==> src/hw/rtl/sats_pkg.sv <==
// sats_pkg: shared types and constants for the sleep aware task scheduler
// item structs, request codes, register indexes and field widths
// no dependencies
`timescale 1ns / 1ps
`default_nettype none

package sats_pkg;

  localparam int unsigned TASK_IDX_W = 5;
  localparam int unsigned WORD_W     = 32;
  localparam int unsigned CFG_IDX_W  = 1;

  // bytes reserved below each stack top for the initial frame
  localparam logic [WORD_W-1:0] FRAME_BYTES = 32'd136;

  typedef enum logic [1:0] {
    REQ_TICK  = 2'd0,
    REQ_SLEEP = 2'd1,
    REQ_START = 2'd2,
    REQ_NONE  = 2'd3
  } req_t;

  typedef enum logic [CFG_IDX_W-1:0] {
    REG_ENABLE_MASK = 1'd0,
    REG_POLICY_MODE = 1'd1
  } reg_idx_t;

  typedef struct packed {
    logic [1:0]        req_type;
    logic [WORD_W-1:0] saved_sp;
    logic [WORD_W-1:0] sleep_period;
  } sats_in_t;

  typedef struct packed {
    logic [WORD_W-1:0]     next_sp;
    logic [TASK_IDX_W-1:0] task_index;
    logic [WORD_W-1:0]     wake_slice;
    logic                  none_ready;
  } sats_out_t;

endpackage

`default_nettype wire

==> src/hw/rtl/sats_next.sv <==
// sats_next: successor and highest-enabled-task search over the enable mask
// purely combinational, shared by every step of the scheduler walk
// depends on nothing beyond its parameter
`timescale 1ns / 1ps
`default_nettype none

module sats_next #(
  parameter int unsigned NUM_TASKS = 32,
  parameter int unsigned TW        = $clog2(NUM_TASKS)
) (
  input  wire logic [NUM_TASKS-1:0] live,
  input  wire logic                 prio_mode,
  input  wire logic [TW-1:0]        idx,
  output logic      [TW-1:0]        succ,
  output logic      [TW-1:0]        top
);

  logic found_up, found_dn, found_top;
  logic [TW-1:0] up_idx, dn_idx;

  // next higher enabled task
  always_comb begin
    found_up = 1'b0;
    up_idx   = '0;
    for (int k = 0; k < int'(NUM_TASKS); k++) begin
      if (!found_up && live[k] && (k > int'(idx))) begin
        found_up = 1'b1;
        up_idx   = TW'(k);
      end
    end
  end

  // next lower enabled task
  always_comb begin
    found_dn = 1'b0;
    dn_idx   = '0;
    for (int k = int'(NUM_TASKS) - 1; k >= 0; k--) begin
      if (!found_dn && live[k] && (k < int'(idx))) begin
        found_dn = 1'b1;
        dn_idx   = TW'(k);
      end
    end
  end

  // highest enabled task above task 0
  always_comb begin
    found_top = 1'b0;
    top       = '0;
    for (int k = int'(NUM_TASKS) - 1; k > 0; k--) begin
      if (!found_top && live[k]) begin
        found_top = 1'b1;
        top       = TW'(k);
      end
    end
  end

  always_comb begin
    if (!live[idx]) begin
      succ = '0;
    end else if (prio_mode) begin
      succ = dn_idx;
    end else begin
      succ = up_idx;
    end
  end

endmodule

`default_nettype wire

==> src/hw/rtl/sleep_aware_task_scheduler.sv <==
// sleep_aware_task_scheduler: round robin / priority task scheduler with sleep
// holds stack and wake tables, walks successors one task per cycle
// depends on sats_pkg and sats_next
`timescale 1ns / 1ps
`default_nettype none

// channel   | ports                          | direction
// ----------+--------------------------------+----------
// input     | in_valid, in_ready, in_item    | in
// result    | out_valid, out_ready, out_item | out
// config    | cfg_we, cfg_index, cfg_wdata   | in
//
// one item at a time; in_ready is high only while the sequencer is idle
// tick: a save step picks the first candidate, then one candidate checked per
//   cycle (up to NUM_TASKS), then the final table read, which sleep and start
//   reach via their own state, unused codes directly; every table access is one
//   registered memory read, so the walk is bounded by the wake table port
// reset: synchronous, clears state and valid bits, no clear pass
// a held result stalls the sequencer in its last state until out_ready

module sleep_aware_task_scheduler
  import sats_pkg::*;
#(
  parameter int unsigned NUM_TASKS    = 32,
  parameter logic [31:0] STACK_TOP    = 32'd131068,
  parameter logic [31:0] STACK_STRIDE = 32'd256
) (
  input  wire logic                 clk,
  input  wire logic                 rst_n,
  input  wire logic                 in_valid,
  output logic                      in_ready,
  input  wire sats_in_t             in_item,
  output logic                      out_valid,
  input  wire logic                 out_ready,
  output sats_out_t                 out_item,
  input  wire logic                 cfg_we,
  input  wire logic [CFG_IDX_W-1:0] cfg_index,
  input  wire logic [WORD_W-1:0]    cfg_wdata
);

  localparam int unsigned TW = $clog2(NUM_TASKS);

  typedef enum logic [2:0] {
    ST_IDLE,
    ST_TICK_SAVE,
    ST_WALK,
    ST_SLEEP,
    ST_START,
    ST_FIN_RD,
    ST_FIN
  } state_t;

  // control and configuration
  state_t              state_r, state_nxt;
  logic [WORD_W-1:0]   mask_r;
  logic                mode_r;
  logic [TW-1:0]       cur_r, cur_nxt;
  logic [WORD_W-1:0]   slice_r, slice_nxt;
  logic [TW-1:0]       cand_r, cand_nxt;
  logic [TW-1:0]       cnt_r, cnt_nxt;
  logic                flag_r, flag_nxt;
  logic                out_valid_r, out_valid_nxt;
  sats_out_t           out_item_r, out_item_nxt;

  // latched item payload
  logic [WORD_W-1:0]   sp_r;
  logic [WORD_W-1:0]   period_r;

  // tables with per-entry valid bits for reset values
  logic [WORD_W-1:0]    stack_mem [NUM_TASKS];
  logic [WORD_W-1:0]    wake_mem  [NUM_TASKS];
  logic [NUM_TASKS-1:0] stack_vld_r, stack_vld_nxt;
  logic [NUM_TASKS-1:0] wake_vld_r, wake_vld_nxt;
  logic [WORD_W-1:0]    stack_q_r, wake_q_r;
  logic                 stack_qv_r, wake_qv_r;
  logic [TW-1:0]        rd_addr, rd_addr_r;

  logic                 stack_we, wake_we;
  logic [TW-1:0]        stack_wa, wake_wa;
  logic [WORD_W-1:0]    stack_wd, wake_wd;

  logic [WORD_W-1:0]    stack_eff, wake_eff, stack_dflt;
  logic [NUM_TASKS-1:0] live;
  logic [TW-1:0]        nx_idx, nx_succ, nx_top;
  logic                 cand_ready;
  logic                 in_acc;

  assign live   = mask_r[NUM_TASKS-1:0];
  assign in_acc = in_valid && in_ready;

  // walk from the current task when saving, from the candidate while walking
  assign nx_idx = (state_r == ST_WALK) ? cand_r : cur_r;

  sats_next #(
    .NUM_TASKS (NUM_TASKS),
    .TW        (TW)
  ) u_next (
    .live      (live),
    .prio_mode (mode_r),
    .idx       (nx_idx),
    .succ      (nx_succ),
    .top       (nx_top)
  );

  // entries never written read as their reset value
  assign stack_dflt = STACK_TOP - STACK_STRIDE * WORD_W'(rd_addr_r) - FRAME_BYTES;
  assign stack_eff  = stack_qv_r ? stack_q_r : stack_dflt;
  assign wake_eff   = wake_qv_r ? wake_q_r : '0;
  assign cand_ready = (wake_eff <= slice_r);

  always_ff @(posedge clk) begin
    if (stack_we) begin
      stack_mem[stack_wa] <= stack_wd;
    end
    if (wake_we) begin
      wake_mem[wake_wa] <= wake_wd;
    end
    stack_q_r <= stack_mem[rd_addr];
    wake_q_r  <= wake_mem[rd_addr];
  end

  always_comb begin
    state_nxt     = state_r;
    cur_nxt       = cur_r;
    slice_nxt     = slice_r;
    cand_nxt      = cand_r;
    cnt_nxt       = cnt_r;
    flag_nxt      = flag_r;
    out_valid_nxt = out_valid_r;
    out_item_nxt  = out_item_r;
    stack_vld_nxt = stack_vld_r;
    wake_vld_nxt  = wake_vld_r;
    rd_addr       = cur_r;
    stack_we      = 1'b0;
    stack_wa      = cur_r;
    stack_wd      = sp_r;
    wake_we       = 1'b0;
    wake_wa       = cur_r;
    wake_wd       = '0;

    if (out_valid_r && out_ready) begin
      out_valid_nxt = 1'b0;
    end

    unique case (state_r)
      ST_IDLE: begin
        if (in_acc) begin
          flag_nxt = 1'b0;
          case (in_item.req_type)
            REQ_TICK:  state_nxt = ST_TICK_SAVE;
            REQ_SLEEP: state_nxt = ST_SLEEP;
            REQ_START: state_nxt = ST_START;
            default:   state_nxt = ST_FIN_RD;
          endcase
        end
      end
      ST_TICK_SAVE: begin
        // wake slice of the current task is in the read register
        if (cand_ready) begin
          slice_nxt = slice_r + 32'd1;
        end
        stack_we                = 1'b1;
        stack_vld_nxt[cur_r]    = 1'b1;
        cand_nxt                = mode_r ? nx_top : nx_succ;
        rd_addr                 = cand_nxt;
        cnt_nxt                 = '0;
        state_nxt               = ST_WALK;
      end
      ST_WALK: begin
        // one candidate per cycle against the updated slice count
        if (cand_ready || (cnt_r == TW'(NUM_TASKS - 1))) begin
          cur_nxt             = cand_ready ? cand_r : '0;
          flag_nxt            = !cand_ready;
          wake_we             = 1'b1;
          wake_wa             = cur_nxt;
          wake_wd             = '0;
          wake_vld_nxt[cur_nxt] = 1'b1;
          state_nxt           = ST_FIN_RD;
        end else begin
          cand_nxt = nx_succ;
          rd_addr  = nx_succ;
          cnt_nxt  = cnt_r + TW'(1);
        end
      end
      ST_SLEEP: begin
        wake_we              = 1'b1;
        wake_wd              = slice_r + period_r + 32'd1;
        wake_vld_nxt[cur_r]  = 1'b1;
        state_nxt            = ST_FIN_RD;
      end
      ST_START: begin
        // stack table back to defaults, wake table kept
        cur_nxt       = '0;
        slice_nxt     = '0;
        stack_vld_nxt = '0;
        state_nxt     = ST_FIN_RD;
      end
      ST_FIN_RD: begin
        state_nxt = ST_FIN;
      end
      ST_FIN: begin
        if (!out_valid_r || out_ready) begin
          out_valid_nxt           = 1'b1;
          out_item_nxt.next_sp    = stack_eff;
          out_item_nxt.task_index = TASK_IDX_W'(cur_r);
          out_item_nxt.wake_slice = wake_eff;
          out_item_nxt.none_ready = flag_r;
          state_nxt               = ST_IDLE;
        end
      end
      default: state_nxt = ST_IDLE;
    endcase
  end

  always_ff @(posedge clk) begin
    if (!rst_n) begin
      state_r     <= ST_IDLE;
      mask_r      <= 32'd1;
      mode_r      <= 1'b0;
      cur_r       <= '0;
      slice_r     <= '0;
      cand_r      <= '0;
      cnt_r       <= '0;
      flag_r      <= 1'b0;
      out_valid_r <= 1'b0;
      stack_vld_r <= '0;
      wake_vld_r  <= '0;
    end else begin
      state_r     <= state_nxt;
      cur_r       <= cur_nxt;
      slice_r     <= slice_nxt;
      cand_r      <= cand_nxt;
      cnt_r       <= cnt_nxt;
      flag_r      <= flag_nxt;
      out_valid_r <= out_valid_nxt;
      stack_vld_r <= stack_vld_nxt;
      wake_vld_r  <= wake_vld_nxt;
      if (cfg_we) begin
        unique case (cfg_index)
          REG_ENABLE_MASK: mask_r <= cfg_wdata;
          REG_POLICY_MODE: mode_r <= cfg_wdata[0];
          default: ;
        endcase
      end
    end
  end

  // payload registers, no reset
  always_ff @(posedge clk) begin
    out_item_r <= out_item_nxt;
    rd_addr_r  <= rd_addr;
    stack_qv_r <= stack_vld_r[rd_addr];
    wake_qv_r  <= wake_vld_r[rd_addr];
    if (in_acc) begin
      sp_r     <= in_item.saved_sp;
      period_r <= in_item.sleep_period;
    end
  end

  assign in_ready  = (state_r == ST_IDLE);
  assign out_valid = out_valid_r;
  assign out_item  = out_item_r;

endmodule

`default_nettype wire

==> config.mk <==
export PLATFORM = sky130hd
export DESIGN_NAME = sleep_aware_task_scheduler
export DESIGN_NICKNAME = d
export VERILOG_FILES = /design/src/hw/rtl/sats_pkg.sv /design/src/hw/rtl/sats_next.sv /design/src/hw/rtl/sleep_aware_task_scheduler.sv
export SDC_FILE = /design/constraint.sdc
export NUM_CORES = 2
export LEC_CHECK = 0
export ABC_AREA = 1
export BUFFER_PORTS_ARGS = -buffer_cell sky130_fd_sc_hd__buf_2
export CAP_MARGIN = 20
export CORE_UTILIZATION = 45
export CTS_CLUSTER_DIAMETER = 80
export DETAILED_ROUTE_END_ITERATION = 7
export PLACE_DENSITY = 0.6
export SYNTH_ARGS = -nofsm -noshare
export SYNTH_HDL_FRONTEND = slang
export SYNTH_SLANG_ARGS = --single-unit
==> constraint.sdc <==
create_clock -name clk -period 14.7 [get_ports clk]
set_input_delay 0 -clock clk [delete_from_list [all_inputs] [get_ports clk]]
set_output_delay 0 -clock clk [all_outputs]
set_load 0.02 [all_outputs]
==> qor.yml <==
outcome:
  run_status: "complete, no violations"
sta:
  hold_violations: 0
  tns_ns: 0
  fin_crit_sh: 0.582
  drv_slew: 0
  rsz0062_at_grt: "no"
  slew_headroom: 0.0954
  fmax_ghz: 0.117
  clock_skew_ns: 0.0650
  setup_viol: 0
  holdWs_ns: 0.311
  worst_pin_slew_ns: 1.34
  fin_crit_ns: 8.56
critical_path:
  r2r-end: "stack_q_r[12]"
  reg2reg_depth: 28
  timing.rr.start: "wake_qv_r"
  worstPathRequired_ns: 15.49
  max_stage_delay_ns: 1.04
  r2r_slack_ns: 6.14
  crit_path_start_kind: "register"
  worstSetupEndpointType: "register"
  cpMaxStageDelayCell: "nor4_1"
  arrival_ns: 9.35
  path_max_fanout: 181
  critPathMostFrequentCell: "nand2_1"
  path_class: "register to register"
synthesis:
  synth_edf_count: 2182
  synth_top_family_by_area: "simple AND/OR/NAND/NOR gates"
  synth_compound_area_frac: 0.0202
  ys.warnings.count: 0
  ys_types: 66
  ys_seq_elements: 2402
  synthMuxAreaShare: 0
  syn_avg_cell_area_um2: 10.7
  async_reset_ff_frac: 0
  synth_area_mm2: 0.111
  synth_nets: 10500
  synthSimpleGateAreaFrac: 0.233
  synth_ff_type: "edfxtp_1"
  synth_fa_ha_area_frac: 0.00763
  ys_seq_area_frac: 0.631
  synthCells: 10400
  synth_xor_area_frac: 0.000237
drt:
  wl_met3_mm: 23.2
  drt-total-wl_mm: 334
  drt-pass1-iter-count: 7
  avgViaCountPerCell: 5.58
  drt_iter0_drc: 8652
  postRouteAntennaNets: 0
  drc_errors: 0
  wl_met1_mm: 136
  vias: 78300
  wl_met2_mm: 161
  top_layer: "met5"
  wl_per_cell_um: 23.8
power:
  power_frac_seq: 0.335
  clkPwrFrac: 0.266
  cellPowerDensity_mw_per_mm2: 201
  power_frac_comb: 0.400
  internal_power_mw: 14.6
  ir_drop_v: 0.000275
  p_leak_nw: 49.7
  netSwitchingPower_mw: 10.3
  swShare: 0.413
clocking:
  cts_tree: "yes"
  cts-root-buf: "clkbuf_16"
  hold_buffers: 271
  clkLatencyLatePin_ns: 0.94
  cts_resized: 0
  cts_max_level: 5
  post_cts_buffers: 0
  clock_sinks: 2402
  clk_pin_slew_worst_paths_ns: 0.06
  clock_path_buffers: 4
  numCtsBuffers: 276
global_routing:
  grt_pass1_wl_mm: 489
  grt_max_degree: 208
  antenna_found_initial: 7
  grt_pass1_vias: 75100
  grt-ovfl-total: 0
  grt_usage: 0.263
placement:
  placed_cell_area_mm2: 0.112
  numPortBuffers: 175
  gp_congestion: 0.867
  hpwl_mm: 160
cells_and_area:
  synthToLayoutAreaGrowth_pct: 11.6
  nNetsFinal: 10800
  final_cell_area_mm2: 0.124
  fin_util: 0.507
  drive_gt1_frac: 0.104
die:
  die-area_mm2: 0.248
  die-height_um: 498
  dieWidth_um: 498
  core_area_mm2: 0.244
  start_util: 0.454
  num_io_pins: 176
  rows: 181
hold_path:
  min_path_cells: 3
  min_from: "in_item[42]"
  hold_class: "input port to register"
  min_to: "sp_r[10]"
flow_run:
  maxCapViolations: 0
-- through the flow --
step                cells  setup WS [ns]  power [mW]
global route        14000           5.69        26.1
floorplan           10400           6.85        16.6
finish              14000           6.14        24.9
global placement    13300           6.59        18.1
detailed placement  13300           6.46        18.2
CTS                 14000           6.41        24.8
-- logic make-up after synthesis --
group | count (synthesis)
adders and majority gates | 67
buffers and inverters | 2385
AOI/OAI and AO/OA | 394
DFF | 2402
xor gates and xnor gates | 3
and+or+nand+nor | 5125
-- flip-flops by register name, indices dropped and copies added (netlist names) --
name and count:
mode_r 1, stack_qv_r 1, stack_vld_r 32, state_r 3, stack_mem 1024, cnt_r 5, rd_addr_r 5, out_item 70
wake_q_r 32, flag_r 1, slice_r 32, live 32, wake_vld_r 32, wake_qv_r 1, period_r 32, wake_mem 1024
sp_r 32, cand_r 5, stack_q_r 32, cur_r 5, out_valid 1
-- worst max path at each step --
stage / to / cells after the start / slack (ns) / from
4_1_cts: stack_q_r[12] / 36 / 6.41 / state_r[0]
3_5_place_dp: stack_q_r[13] / 36 / 6.46 / state_r[0]
5_1_grt: stack_q_r[12] / 36 / 5.69 / state_r[0]
6_report: stack_q_r[12] / 28 / 6.14 / wake_qv_r
3_3_place_gp: stack_q_r[13] / 36 / 6.59 / state_r[0]
2_1_floorplan: out_item[0] / 2 / 6.85 / state_r[2]
-- power by group through the flow --
stage	Clock (mW)	Sequential, mW	Combinational, mW
floorplan	0	8.31	8.26
global placement	0	8.45	9.65
detailed placement	0	8.45	9.75
CTS	6.67	8.31	9.86
global route	6.93	8.34	10.9
finish	6.60	8.31	9.94
-- cells in the final DEF (no fill, tap or decap), types with 10 or more instances in the layout --
| cell | n |
|---|---|
| a211oi_1 | 15 |
| nor3_1 | 58 |
| bufinv_16 | 17 |
| nand4_1 | 36 |
| nand2_2 | 262 |
| clkbuf_16 | 285 |
| nor3_2 | 20 |
| clkbuf_1 | 70 |
| ha_1 | 66 |
| clkinv_1 | 45 |
| edfxtp_1 | 2182 |
| nand3_1 | 2314 |
| nor2_1 | 219 |
| clkbuf_8 | 13 |
| inv_2 | 12 |
| a21oi_2 | 20 |
| o21a_1 | 14 |
| nor2_4 | 57 |
| nor4_1 | 10 |
| nand2_1 | 1449 |
| a31oi_1 | 14 |
| nand3b_1 | 652 |
| o211ai_1 | 10 |
| dlygate4sd3_1 | 271 |
| o22ai_1 | 10 |
| buf_2 | 176 |
| dfxtp_1 | 218 |
| a21oi_1 | 127 |
| clkinv_2 | 34 |
| inv_1 | 1748 |
| buf_12 | 16 |
| buf_4 | 133 |
| o21ai_0 | 142 |
| nand3_2 | 11 |
-- metal layers --
| layer | up-vias | track usage |
|---|---|---|
| met5 | - | 0 |
| met3 | 754 | 0.0299 |
| li1 | 35600 | - |
| met1 | 38600 | 0.347 |
| met4 | 2 | 0.103 |
| met2 | 3337 | 0.444 |
-- cell type report --
class	count	area [um^2]
Fill cell	21500	120000
Sequential cell	2402	69900
Multi-Input combinational cell	5589	29600
Clock buffer	369	7580
Inverter	1767	6650
Timing Repair Buffer	605	5040
Tap cell	3202	4010
Clock inverter	104	950
Antenna cell	4	10.0
-- Yosys cell counts, types with 4 or more instances --
library cell / count / share of area
buf_8: 125 / 0.017
nand2_1: 1450 / 0.049
buf_6: 108 / 0.011
o211ai_1: 10 / 0.00068
nand2_4: 5 / 0.00051
nor2_4: 11 / 0.0011
nand2_2: 263 / 0.015
a21oi_1: 149 / 0.0067
buf_12: 4 / 0.00072
nand3b_1: 652 / 0.044
inv_2: 6 / 0.00020
nand4_1: 36 / 0.0020
nand4_2: 6 / 0.00068
clkbuf_4: 13 / 0.00088
nand3_2: 12 / 0.0011
nand4_4: 4 / 0.00077
clkbuf_1: 102 / 0.0035
o21a_1: 14 / 0.00095
buf_4: 92 / 0.0062
nor2_1: 269 / 0.0091
buf_2: 149 / 0.0067
a211oi_1: 15 / 0.0010
nand3_1: 2315 / 0.10
dfxtp_1: 220 / 0.040
o21ai_0: 142 / 0.0064
buf_1: 6 / 0.00020
a31oi_1: 14 / 0.00079
edfxtp_1: 2182 / 0.59
o22ai_1: 10 / 0.00056
o2111ai_1: 9 / 0.00071
nor4_1: 11 / 0.00062
inv_1: 1757 / 0.059
nor3_1: 77 / 0.0035
nor2_2: 5 / 0.00028
ha_1: 66 / 0.0074
dlymetal6s2s_1: 6 / 0.00068
o221ai_1: 5 / 0.00039
clkbuf_8: 12 / 0.0015
-- critical path: cells and delay by family, from the launching register on --
family / cells / cell delay (ns)
adder cells (fa/ha/maj): 1 / 0.15
buffers and inverters: 7 / 2.97
AND/OR/NAND/NOR: 20 / 4.42
flip-flops: 1 / 0.54
Power figures use the tool's default switching activity.
